--- src/design/swm_pkg.sv ---
`default_nettype none

package swm_pkg;

    localparam int SAMPLE_W = 32;
    localparam int CFG_W    = 7;

    typedef logic signed [SAMPLE_W-1:0] t_sample;

    // One slot of the sorted chain.
    typedef struct packed {
        logic                       valid;
        logic signed [SAMPLE_W-1:0] value;
    } t_entry;

    // Broadcast controls from the top level to every cell.
    typedef struct packed {
        logic accept;   // request taken this cycle
        logic full;     // window complete with this request: drop the oldest
        logic clear;    // size register written: empty the chain
    } t_cell_ctrl;

endpackage

`default_nettype wire

--- src/design/swm_cell.sv ---
`default_nettype none

module swm_cell #(
    parameter int SW  = 7,
    parameter int IDX = 0
) (
    input  wire                   i_clk,
    input  wire                   i_rst_n,
    input  swm_pkg::t_cell_ctrl   i_ctrl,
    input  swm_pkg::t_sample      i_sample,
    input  swm_pkg::t_sample      i_oldest,
    input  wire [SW-1:0]          i_win,
    input  swm_pkg::t_entry       i_left,
    input  wire                   i_left_gt,
    input  swm_pkg::t_entry       i_right_ins,
    input  swm_pkg::t_sample      i_right_dly,
    output swm_pkg::t_entry       o_entry,
    output logic                  o_gt,
    output swm_pkg::t_entry       o_ins,
    output swm_pkg::t_sample      o_dly,
    output swm_pkg::t_sample      o_pick
);

    localparam logic [SW:0] LOAD_WIN = (SW+1)'(IDX + 2);
    localparam logic [SW:0] PICK_LO  = (SW+1)'(2 * IDX + 1);
    localparam logic [SW:0] PICK_HI  = (SW+1)'(2 * IDX + 2);

    logic             r_valid;
    swm_pkg::t_sample r_value;
    swm_pkg::t_sample r_dly;

    swm_pkg::t_entry  ins;
    swm_pkg::t_entry  n_entry;
    logic [SW:0]      win_ext;
    logic             load_here;
    logic             pick_here;
    logic             ge_old;

    assign win_ext   = {1'b0, i_win};
    assign load_here = (win_ext == LOAD_WIN);
    assign pick_here = (win_ext == PICK_LO) || (win_ext == PICK_HI);

    // Empty slots sort above every sample.
    assign o_gt = !r_valid || (r_value > i_sample);

    // Insert: take the left neighbor if it moves up, else the new sample at the boundary, else keep this slot.
    always_comb begin
        if (i_left_gt) begin
            ins = i_left;
        end else if (o_gt) begin
            ins = '{valid: 1'b1, value: i_sample};
        end else begin
            ins = '{valid: r_valid, value: r_value};
        end
    end

    // Remove: when the window is full, every occupied slot at or above the oldest value pulls from the right.
    assign ge_old  = ins.valid && (ins.value >= i_oldest);
    assign n_entry = (i_ctrl.full && ge_old) ? i_right_ins : ins;

    always_ff @(posedge i_clk) begin
        if (!i_rst_n || i_ctrl.clear) begin
            r_valid <= 1'b0;
        end else if (i_ctrl.accept) begin
            r_valid <= n_entry.valid;
        end
    end

    always_ff @(posedge i_clk) begin
        if (i_ctrl.accept) begin
            r_value <= n_entry.value;
            r_dly   <= load_here ? i_sample : i_right_dly;
        end
    end

    assign o_entry = '{valid: r_valid, value: r_value};
    assign o_ins   = ins;
    assign o_dly   = r_dly;
    assign o_pick  = pick_here ? ins.value : '0;

endmodule

`default_nettype wire
--- config.mk ---
export PLATFORM = sky130hd
export DESIGN_NAME = swm_cell
export DESIGN_NICKNAME = d
export VERILOG_FILES = /design/src/design/swm_pkg.sv /design/src/design/swm_cell.sv
export SDC_FILE = /design/constraint.sdc
export NUM_CORES = 1
export LEC_CHECK = 0
export ABC_CLOCK_PERIOD_IN_PS = 5450
export CORE_MARGIN = 1
export CORE_UTILIZATION = 25
export DETAILED_ROUTE_END_ITERATION = 6
export DONT_BUFFER_PORTS = 1
export PLACE_DENSITY = 0.41
export SLEW_MARGIN = 0
export SYNTH_ARGS = -nofsm -noshare
export SYNTH_HDL_FRONTEND = slang
export SYNTH_SLANG_ARGS = --single-unit
--- constraint.sdc ---
create_clock -name i_clk -period 5.45 [get_ports i_clk]
set_clock_uncertainty 0.2 [all_clocks]
set_input_delay 1.09 -clock i_clk [delete_from_list [all_inputs] [get_ports i_clk]]
set_output_delay 1.09 -clock i_clk [all_outputs]
set_load 0.02 [all_outputs]
==> out/qor_table.md, run 1 <==
| Result | This run | Unit |
| --- | --- | --- |
| Overall track demand over capacity in global routing | 18.3 | % |
| Pins over their slew limit | 0 | - |
| Die span in x | 151 | µm |
| Count of H-tree levels built during CTS | 3 | - |
| Non-Filler Instances | 1103 | - |
| Ratio of routed vias to standard cells | 4.91 | - |
| Min Tclk post-route | 5.45 | ns |
| XOR/XNOR share of the synthesized area | 0.158 | % |
| Global-route congestion overflow total | 0 | - |
| Pin count of the biggest net entering global routing | 98 | - |
| Endpoint of the worst setup timing path | r_value[6] | - |
| Multiplexer area fraction after synthesis | 12.3 | % |
| Antenna violations before repair | 0 | - |
| Core outline area | 21800 | µm² |
| Total count of hold-check failures in the final report | 0 | - |
| CP required | 5.43 | ns |
| Post-Synthesis Net Count | 867 | - |
| Detailed placer's ending HPWL | 16300 | µm |
| Clock tree sinks | 65 | - |
| Cell internal power dissipation | 1370 | µW |
| Synthesized cell area | 5550 | µm² |
| Avg WL per Cell | 19.9 | µm |
| Fmax achieved | 184 | MHz |
| Setup crit start | i_sample[31] | - |
| Compound-cell area share of the yosys netlist | 13.2 | % |
| Total wirelength of the detailed-routed design | 21900 | µm |
| Sequential Power Share | 33.0 | % |
| Relative contribution of the clock network to total power | 30.8 | % |
| TritonCTS clock tree | done | - |
| Reg2reg setup slack | 0.34 | ns |
| Arrival time at the worst endpoint | 5.43 | ns |
| Crit path cell chain | inv_1 -> ha_4 -> nand4_1 -> nor4_4 -> a211oi_2 -> o211ai_1 -> nor2_1 -> nor3_4 -> buf_6 -> buf_12 -> mux2i_4 -> nand2_4 -> ha_4 -> a21o_1 -> a21o_1 -> a211o_1 -> a211oi_2 -> a31oi_4 -> o21ai_4 -> buf_8 -> clkbuf_16 -> nor2_1 -> a31oi_1 | - |
| RR Endpoint | r_value[6] | - |
| Relative area change from synthesis to final layout | 47.1 | % |
| Antenna cells | 0 | - |
| List of most frequent post-synthesis cells | 79 x sky130_fd_sc_hd__nand2_1, 69 x sky130_fd_sc_hd__nor2_1, 68 x sky130_fd_sc_hd__inv_1 | - |
| Average instance area after synthesis | 8.84 | µm² |
| Count of nets left with antenna violations after detail routing | 0 | - |
| CTS hold repair buffers | 0 | - |
| Number of clock buffers inserted by TritonCTS | 9 | - |
| Number of vias after detailed routing | 5411 | - |
| Post-synth ARST share | 0 | % |
| Initial core utilization | 25.5 | % |
| Slew at the pin closest to its max-slew limit | 0.957 | ns |
| Number of placed cells counting well taps | 1071 | - |
| Bufs on Longest Clock Path | 2 | - |
| Cell with the most instances after synthesis | sky130_fd_sc_hd__nand2_1 | - |
| Distinct cell type count after synthesis | 43 | - |
| Slowest stage delay, CP | 0.36 | ns |
| Max-capacitance violation count | 0 | - |
| Worst reg2reg path startpoint | r_value[31] | - |
| Vertical die dimension | 151 | µm |
| First-pass GRT wire length | 30500 | µm |
| Combinational power share | 36.1 | % |
| Share of the clock period used by the worst path | 100 | % |
| Net count, final | 1058 | - |
| Startpoint type of the worst setup path | input pin | - |
| Number of flip-flops and latches in the synthesized netlist | 65 | - |
| Insertion delay to the later sink of the worst-skew pair | 0.35 | ns |
| CP max stage cell | sky130_fd_sc_hd__nor4_4 | - |
| Arithmetic-cell share of the synthesized area counting full adders, half adders and majority gates | 14.4 | % |
| Run status | finished, final reports clean | - |
| Ys Warns | 0 | - |
| Switching power as a share of total power | 32.9 | % |
| Setup crit end kind | flop | - |
| Cell leakage power | 0.00389 | µW |
| Clock input transition at the sequential cells of the worst setup and hold paths | 0.06 | ns |
| Count of TritonRoute iterations in the first routing pass | 5 | - |
| Synth Instances | 628 | - |
| Count of flip-flops with a built-in enable after synthesis | 64 | - |
| Global placer's final weighted congestion | 0.823 | - |
| Port bufs | 0 | - |
| Largest voltage drop on the vdd net | 0.112 | mV |
| DRC marker count from the first detailed-route iteration | 182 | - |
| Post-layout power | 2050 | µW |
| Area leader, netlist | sky130_fd_sc_hd__edfxtp_1 | - |
| Master cell of the clock root buffer | sky130_fd_sc_hd__clkbuf_16 | - |
| Simple logic cell fraction of the synthesized area | 17.7 | % |
| CP Class | in -> reg | - |
| Vias in the first global route | 5453 | - |
| Final setup violating endpoints | 0 | - |
| Cell area power density | 251 | nW/µm² |
| RSZ-0062 raised after global routing | true | - |
| Main combinational cell family by area after synthesis | simple AND/OR/NAND/NOR gates | - |
| HP Class | reg -> reg | - |
| Slew HR | 36.2 | % |
| Final routed DRC violation total | 0 | - |
| Fraction of final layout cells sized beyond drive strength 1 | 37.9 | % |
| Highest net fanout along the worst path | 11 | - |
| Path depth of the worst reg2reg path | 22 | - |
| Main synth FF type | sky130_fd_sc_hd__edfxtp_1 | - |
| Sw power | 675 | µW |
| Fraction of the yosys area taken by sequential cells | 35.0 | % |
| Placement Rows | 54 | - |
| Area of the die | 22800 | µm² |
| Synth top area cells | sky130_fd_sc_hd__edfxtp_1 35%, sky130_fd_sc_hd__ha_1 14%, sky130_fd_sc_hd__mux2_2 6.5% | - |
| Number of top-level pins | 306 | - |
| Top cell type's share of synthesized area | 34.6 | % |
-- stage by stage --
stage / setup WS, ns / instance area (µm²) / util (%) / hold WS, ns / setup TNS (ns)
after global placement: -0.554 / 7300 / 33.5 / 0.526 / -17.39
after detailed placement: -0.608 / 7300 / 33.5 / 0.553 / -18.84
final: 0.00204 / 8170 / 37.4 / 0.566 / 0
after CTS: -0.0146 / 8020 / 36.8 / 0.574 / -0.109
after floorplan: 0.00107 / 5660 / - / 0.288 / 0
after global routing: -0.193 / 8170 / 37.4 / 0.619 / -4.48
-- critical path: cells and delay by family --
family	cells	cell delay (ns)
multiplexers	1	0.28
AO/OA/AOI/OAI	9	1.68
adder cells (fa/ha/maj)	2	0.49
buffers and inverters	5	0.79
AND/OR/NAND/NOR	6	1.08
-- layout by cell type (no fill, tap or decap), types with 4 or more instances in the layout --
| cell | count |
|---|---|
| sky130_fd_sc_hd__ha_1 | 55 |
| sky130_fd_sc_hd__o211ai_1 | 4 |
| sky130_fd_sc_hd__edfxtp_1 | 64 |
| sky130_fd_sc_hd__nand4_1 | 13 |
| sky130_fd_sc_hd__o21ai_1 | 4 |
| sky130_fd_sc_hd__buf_4 | 194 |
| sky130_fd_sc_hd__nand2_1 | 73 |
| sky130_fd_sc_hd__a21o_1 | 5 |
| sky130_fd_sc_hd__nor2_1 | 56 |
| sky130_fd_sc_hd__nand2_2 | 5 |
| sky130_fd_sc_hd__clkbuf_16 | 12 |
| sky130_fd_sc_hd__mux2_2 | 32 |
| sky130_fd_sc_hd__a31oi_1 | 33 |
| sky130_fd_sc_hd__mux2i_2 | 4 |
| sky130_fd_sc_hd__inv_1 | 64 |
| sky130_fd_sc_hd__mux2i_4 | 4 |
| sky130_fd_sc_hd__nor2_2 | 12 |
| sky130_fd_sc_hd__nor2b_1 | 35 |
| sky130_fd_sc_hd__a21oi_1 | 54 |
| sky130_fd_sc_hd__ha_4 | 9 |
| sky130_fd_sc_hd__buf_12 | 4 |
| sky130_fd_sc_hd__mux2i_1 | 24 |
-- worst min path at each step --
| stage | start | to | slack (ns) | cells past startpoint |
|---|---|---|---|---|
| detailed placement | r_valid | r_valid | 0.55 | 2 |
| finish | r_valid | r_valid | 0.57 | 2 |
| CTS | r_valid | r_valid | 0.57 | 2 |
| floorplan | r_valid | r_valid | 0.29 | 2 |
| global placement | r_valid | r_valid | 0.53 | 2 |
| global route | r_valid | r_valid | 0.62 | 2 |
-- layout make-up --
type	count	area, µm²
inverters	68	263
multi-input cells	467	3550
clock inverters	5	71.3
fillers	2215	13700
repair buffers	208	1760
well taps	280	350
clock buffers	10	229
flip-flops and latches	65	1940
-- flip-flops by register name (all words and copies together), names as in the netlist --
name and count:
o_dly 32, r_valid 1, r_value 32
-- what timing repair did --
| action | CTS | global route |
|---|---|---|
| resized for setup | 56 | 16 |
| endpoints found under the setup margin | 32 | 33 |
| hold endpoints to repair | 0 | 0 |
| pin swaps | 21 | 16 |
| setup buffers | 10 | 1 |
| gates cloned | 4 | 3 |
-- power groups by stage --
stage | logic, µW | clock network [µW] | registers (µW)
CTS | 712 | 651 | 676
global placement | 623 | 0 | 683
global route | 800 | 667 | 683
detailed placement | 631 | 0 | 684
floorplan | 339 | 0 | 713
finish | 740 | 632 | 676
-- layer usage --
metal  vias up  track usage, %  routed length [µm]
met4         0            8.50                 848
met2       213            31.3               10700
li1       2609               -                   -
met3        40            3.95                1230
met1      2549            21.9                9150
met5         -               0                   0
-- kinds of logic after synthesis --
| logic type | count (synthesis) |
|---|---|
| buf+inv | 96 |
| simple gates | 214 |
| mux | 64 |
| compound gates | 124 |
| flops | 65 |
| xor+xnor | 1 |
| fa+ha+maj | 64 |
Power figures use the tool's default switching activity.
==> run 2: changes to the inputs <==
--- a/config.mk
+++ b/config.mk
@@ -6,6 +6,7 @@
 export NUM_CORES = 1
 export LEC_CHECK = 0
 export ABC_CLOCK_PERIOD_IN_PS = 5450
+export CORE_ASPECT_RATIO = 1.2
 export CORE_MARGIN = 1
 export CORE_UTILIZATION = 25
 export DETAILED_ROUTE_END_ITERATION = 6
==> run 2 against run 1 <==
- setup slack gained 0.048 ns
- combinational power shrank 4.9%
- global-route usage decreased by 0.20 points
- critical endpoint is now r_value[17]
==> out/qor_table.md, run 2 (same netlist as run 1, synthesis figures left out) <==
| Result | This run | Unit | vs previous |
| --- | --- | --- | --- |
| Run status | finished, final reports clean | - | unchanged |
| HP Class | reg -> reg | - | unchanged |
| Number of clock buffers inserted by TritonCTS | 9 | - | unchanged |
| Max-capacitance violation count | 0 | - | unchanged |
| Startpoint type of the worst setup path | input pin | - | unchanged |
| Core outline area | 21700 | µm² | was 21800 µm² |
| Master cell of the clock root buffer | sky130_fd_sc_hd__clkbuf_16 | - | unchanged |
| Port bufs | 0 | - | unchanged |
| Setup TNS | 0 | ns | unchanged |
| First-pass GRT wire length | 31000 | µm | was 30500 µm |
| Total wirelength of the detailed-routed design | 22300 | µm | was 21900 µm |
| Cell area power density | 251 | nW/µm² | about the same |
| Core occupancy in the finished layout | 38.6 | % | was 37.4% |
| Net count, final | 1047 | - | was 1058 |
| Setup crit end kind | flop | - | unchanged |
| Pins over their slew limit | 0 | - | unchanged |
| Worst-case setup margin in the final layout | 0.0505 | ns | was 0.00204 ns |
| Initial core utilization | 25.6 | % | was 25.5% |
| Count of nets left with antenna violations after detail routing | 0 | - | unchanged |
| Pin count of the biggest net entering global routing | 98 | - | unchanged |
| Reg2reg setup slack | 0.23 | ns | was 0.34 ns |
| Number of top-level pins | 306 | - | unchanged |
| CP max stage cell | sky130_fd_sc_hd__nor4_4 | - | unchanged |
| Relative area change from synthesis to final layout | 50.8 | % | was 47.1% |
| CP Class | in -> reg | - | unchanged |
| Count of TritonRoute iterations in the first routing pass | 4 | - | was 5 |
| Die span in x | 138 | µm | was 151 µm |
| Clock input transition at the sequential cells of the worst setup and hold paths | 0.06 | ns | about the same |
| Final setup violating endpoints | 0 | - | unchanged |
| Placement Rows | 59 | - | was 54 |
| Final routed DRC violation total | 0 | - | unchanged |
| Insertion delay to the later sink of the worst-skew pair | 0.34 | ns | was 0.35 ns |
| Overall track demand over capacity in global routing | 18.1 | % | was 18.3% |
| Antenna cells | 0 | - | unchanged |
| Slew at the pin closest to its max-slew limit | 0.831 | ns | was 0.957 ns |
| DRC marker count from the first detailed-route iteration | 211 | - | was 182 |
| Vias in the first global route | 5246 | - | was 5453 |
| Highest net fanout along the worst path | 6 | - | was 11 |
| Most repeated library cell on the critical path | sky130_fd_sc_hd__buf_12 | - |  |
| Share of the clock period used by the worst path | 99.1 | % | was 100% |
| CTS hold repair buffers | 0 | - | unchanged |
| Detailed placer's ending HPWL | 17100 | µm | was 16300 µm |
| Most frequent cells in the layout | 179 x sky130_fd_sc_hd__buf_4, 67 x sky130_fd_sc_hd__nand2_1, 65 x sky130_fd_sc_hd__inv_1, 64 x sky130_fd_sc_hd__edfxtp_1, 56 x sky130_fd_sc_hd__a21oi_1 | - | was 194 x sky130_fd_sc_hd__buf_4, 73 x sky130_fd_sc_hd__nand2_1, 64 x sky130_fd_sc_hd__inv_1, 64 x sky130_fd_sc_hd__edfxtp_1, 56 x sky130_fd_sc_hd__nor2_1 |
| Slowest stage delay, CP | 0.38 | ns | was 0.36 ns |
| Global placer's final weighted congestion | 0.836 | - | was 0.823 |
| Clock tree sinks | 65 | - | unchanged |
| Min Tclk post-route | 5.40 | ns | was 5.45 ns |
| Placed cell areas | 7180 | µm² | was 7300 µm² |
| RSZ-0062 raised after global routing | true | - | unchanged |
| Ratio of routed vias to standard cells | 4.87 | - | was 4.91 |
| Antenna violations before repair | 0 | - | unchanged |
| TritonCTS clock tree | done | - | unchanged |
| CP required | 5.33 | ns | was 5.43 ns |
| Vertical die dimension | 165 | µm | was 151 µm |
| Total count of hold-check failures in the final report | 0 | - | unchanged |
| Largest voltage drop on the vdd net | 0.138 | mV | was 0.112 mV |
| Number of vias after detailed routing | 5293 | - | was 5411 |
| Placement-stage worst setup slack | -0.609 | ns | was -0.608 ns |
| Global-route congestion overflow total | 0 | - | unchanged |
| Slew HR | 44.6 | % | was 36.2% |
| Fraction of final layout cells sized beyond drive strength 1 | 40.8 | % | was 37.9% |
| Count of H-tree levels built during CTS | 3 | - | unchanged |
| Summed area of non-filler cells in the final layout | 8380 | µm² | was 8170 µm² |
| Area of the die | 22800 | µm² | about the same |
| Fmax achieved | 185 | MHz | was 184 MHz |
| Most common cell after layout, fill and taps aside | sky130_fd_sc_hd__buf_4 | - | unchanged |
| Avg WL per Cell | 20.5 | µm | was 19.9 µm |
| Arrival time at the worst endpoint | 5.28 | ns | was 5.43 ns |
| Bufs on Longest Clock Path | 2 | - | unchanged |
| Cell leakage power | 0.00379 | µW | was 0.00389 µW |
[run 2: final cells by class]
type	count	area [µm²]
well taps	274	343
repair buffers	197	1710
flip-flops and latches	65	1940
inverters	68	255
multi-input cells	467	3790
fillers	2205	13300
clock inverters	7	119
clock buffers	9	225
[run 2: power breakdown]
| part | internal [µW] | leakage, µW | switching [µW] |
|---|---|---|---|
| sequential | 619 | 0.000635 | 94.2 |
| combinational | 353 | 0.00299 | 351 |
| clock | 447 | 0.000163 | 237 |
[run 2: worst paths after layout]
check                endpoint  cells after the start    startpoint
hold / removal        r_valid                      2       r_valid
setup / recovery  r_value[17]                     25  i_sample[27]
setup reg to reg  r_value[17]                     24   r_value[26]
hold reg to reg       r_valid                      2       r_valid
[run 2: critical path, delay by kind of cell]
family,cells,cell delay (ns)
buffers and inverters,8,1.16
AOI/OAI and AO/OA,4,0.50
and+or+nand+nor,10,1.68
muxes,1,0.26
adders and majority gates,2,0.55
[run 2: through the flow]
stage,instances,hold slack (ns),total power (µW)
after floorplan,628,0.288,1050
final,1087,0.519,2100
after detailed placement,1052,0.519,1300
after CTS,1073,0.531,2010
after global routing,1087,0.553,2210
after global placement,1052,0.510,1290
[run 2: metal layers]
layer / GRT usage [%] / routed length, µm / vias up / share of wire [%]
li1: - / - / 2587 / -
met2: 30.3 / 11000 / 194 / 49
met4: 5.09 / 265 / 0 / 1.2
met1: 23.0 / 9690 / 2497 / 44
met3: 4.79 / 1310 / 15 / 5.9
met5: 0 / 0 / - / 0
[run 2: what timing repair did]
action | CTS | global route
cloned | 1 | 4
pin swaps | 5 | 32
endpoints found under the setup margin | 32 | 37
resized for setup | 14 | 98
buffers inserted | 4 | 11
==> run 3: changes to the inputs <==
--- a/config.mk
+++ b/config.mk
@@ -12,6 +12,7 @@
 export DETAILED_ROUTE_END_ITERATION = 6
 export DONT_BUFFER_PORTS = 1
 export PLACE_DENSITY = 0.41
+export RECOVER_POWER = 50
 export SLEW_MARGIN = 0
 export SYNTH_ARGS = -nofsm -noshare
 export SYNTH_HDL_FRONTEND = slang
==> run 3 against run 2 <==
- critical path depth did not move
- non-clock buffer count did not move
- sequential power barely moved
- sequential share of layout area barely moved
- critical path type unchanged
==> out/qor_table.md, run 3 (same netlist as run 1, synthesis figures left out) <==
| Result | This run | Unit | vs previous |
| --- | --- | --- | --- |
| Slew at the pin closest to its max-slew limit | 0.831 | ns | unchanged |
| Master cell of the clock root buffer | sky130_fd_sc_hd__clkbuf_16 | - | unchanged |
| Antenna cells | 0 | - | unchanged |
| Clock tree sinks | 65 | - | unchanged |
| Detailed placer's ending HPWL | 17100 | µm | unchanged |
| Vertical die dimension | 165 | µm | unchanged |
| Setup crit end kind | flop | - | unchanged |
| Fraction of final layout cells sized beyond drive strength 1 | 40.7 | % | was 40.8% |
| Number of top-level pins | 306 | - | unchanged |
| Tightest hold margin | 0.519 | ns | unchanged |
| Count of TritonRoute iterations in the first routing pass | 4 | - | unchanged |
| Core outline area | 21700 | µm² | unchanged |
| Overall track demand over capacity in global routing | 18.1 | % | unchanged |
| CP required | 5.33 | ns | about the same |
| Cell leakage power | 0.00378 | µW | was 0.00379 µW |
| Final routed DRC violation total | 0 | - | unchanged |
| Largest voltage drop on the vdd net | 0.138 | mV | unchanged |
| CP Class | in -> reg | - | unchanged |
| Antenna violations before repair | 0 | - | unchanged |
| Avg WL per Cell | 20.5 | µm | about the same |
| RSZ-0062 raised after global routing | true | - | unchanged |
| Count of nets left with antenna violations after detail routing | 0 | - | unchanged |
| Global-route congestion overflow total | 0 | - | unchanged |
| Setup TNS | 0 | ns | unchanged |
| Run status | finished, final reports clean | - | unchanged |
| Port bufs | 0 | - | unchanged |
| Share of the clock period used by the worst path | 99.1 | % | unchanged |
| Total count of hold-check failures in the final report | 0 | - | unchanged |
| Die span in x | 138 | µm | unchanged |
| Bufs on Longest Clock Path | 2 | - | unchanged |
| Net count, final | 1047 | - | unchanged |
| Max-capacitance violation count | 0 | - | unchanged |
| Vias in the first global route | 5246 | - | unchanged |
| Most common cell after layout, fill and taps aside | sky130_fd_sc_hd__buf_4 | - | unchanged |
| Fmax achieved | 185 | MHz | unchanged |
| Critical path buffers and inverters | 8 | - | unchanged |
| Relative area change from synthesis to final layout | 50.8 | % | about the same |
| Number of clock buffers inserted by TritonCTS | 9 | - | unchanged |
| First-pass GRT wire length | 31000 | µm | unchanged |
| TritonCTS clock tree | done | - | unchanged |
| Count of H-tree levels built during CTS | 3 | - | unchanged |
| CP max stage cell | sky130_fd_sc_hd__nor4_4 | - | unchanged |
| Most frequent cells in the layout | 178 x sky130_fd_sc_hd__buf_4, 67 x sky130_fd_sc_hd__nand2_1, 65 x sky130_fd_sc_hd__inv_1, 64 x sky130_fd_sc_hd__edfxtp_1, 56 x sky130_fd_sc_hd__a21oi_1 | - | was 179 x sky130_fd_sc_hd__buf_4, 67 x sky130_fd_sc_hd__nand2_1, 65 x sky130_fd_sc_hd__inv_1, 64 x sky130_fd_sc_hd__edfxtp_1, 56 x sky130_fd_sc_hd__a21oi_1 |
| Global placer's final weighted congestion | 0.836 | - | unchanged |
| Placement-stage worst setup slack | -0.609 | ns | unchanged |
| Clock input transition at the sequential cells of the worst setup and hold paths | 0.06 | ns | about the same |
| Startpoint type of the worst setup path | input pin | - | unchanged |
| Highest net fanout along the worst path | 6 | - | unchanged |
| FILL cells | 2207 | - | was 2205 |
| Insertion delay to the later sink of the worst-skew pair | 0.34 | ns | about the same |
| Placement Rows | 59 | - | unchanged |
| Total wirelength of the detailed-routed design | 22300 | µm | about the same |
| Most repeated library cell on the critical path | sky130_fd_sc_hd__buf_12 | - | unchanged |
| DRC marker count from the first detailed-route iteration | 211 | - | unchanged |
| HP Class | reg -> reg | - | unchanged |
| Initial core utilization | 25.6 | % | unchanged |
| Final setup violating endpoints | 0 | - | unchanged |
| Slowest stage delay, CP | 0.38 | ns | about the same |
| Worst-case setup margin in the final layout | 0.0505 | ns | unchanged |
| Top cell family by delay on the critical path | simple AND/OR/NAND/NOR gates | - | unchanged |
| Number of vias after detailed routing | 5293 | - | unchanged |
| Pins over their slew limit | 0 | - | unchanged |
| Ratio of routed vias to standard cells | 4.87 | - | unchanged |
| Slew HR | 44.6 | % | unchanged |
| Min Tclk post-route | 5.40 | ns | unchanged |
| CTS hold repair buffers | 0 | - | unchanged |
| Area of the die | 22800 | µm² | unchanged |
| Arrival time at the worst endpoint | 5.28 | ns | about the same |
| Cell area power density | 251 | nW/µm² | about the same |
| Pin count of the biggest net entering global routing | 98 | - | unchanged |
[run 3: what timing repair did]
item                                    CTS  global route
setup buffers                             4            11
endpoints found under the hold margin     0             0
gates resized for setup                  14            98
endpoints found under the setup margin   32            37
gates cloned                              1             4
pin swaps                                 5            32
[run 3: layout make-up]
class	instances	area, µm²	share of cell area, %
well taps	274	343	4.09
flip-flops and latches	65	1940	23.2
clock inverters	7	119	1.42
multi-input cells	467	3790	45.2
clock buffers	9	225	2.69
repair buffers	197	1700	20.3
inverters	68	255	3.05
[run 3: worst paths after layout]
| path | cells past startpoint | to | startpoint | slack [ns] |
|---|---|---|---|---|
| worst max register to register | 24 | r_value[17] | r_value[26] | 0.23 |
| worst max-delay path | 25 | r_value[17] | i_sample[27] | 0.05 |
| worst min-delay path | 2 | r_valid | r_valid | 0.52 |
| worst min register to register | 2 | r_valid | r_valid | 0.52 |
[run 3: per-stage QoR]
stage                     cell area, µm²  total power (µW)  instances  utilization [%]
after floorplan                     5660              1050        628                -
after global routing                8370              2210       1087             38.6
after detailed placement            7180              1300       1052             33.1
after CTS                           7670              2010       1073             35.4
final                               8370              2100       1087             38.6
after global placement              7180              1290       1052             33.1
[run 3: power breakdown]
group	switching, µW	total (µW)	internal, µW
logic	351	703	352
clock network	237	684	447
registers	94.1	713	619
total	682	2100	1420
[run 3: tightest hold or removal path, delay by kind of cell, from the launching register on]
kind	cells	cell delay, ns
AO/OA/AOI/OAI	1	0.05
flip-flops	1	0.47
AND/OR/NAND/NOR	1	0.15
[run 3: metal layers]
metal / global-route usage [%] / vias up / share of wire, %
met5: 0 / - / 0
met1: 23.0 / 2497 / 44
met2: 30.3 / 194 / 49
met4: 5.09 / 0 / 1.2
li1: - / 2587 / -
met3: 4.79 / 15 / 5.9
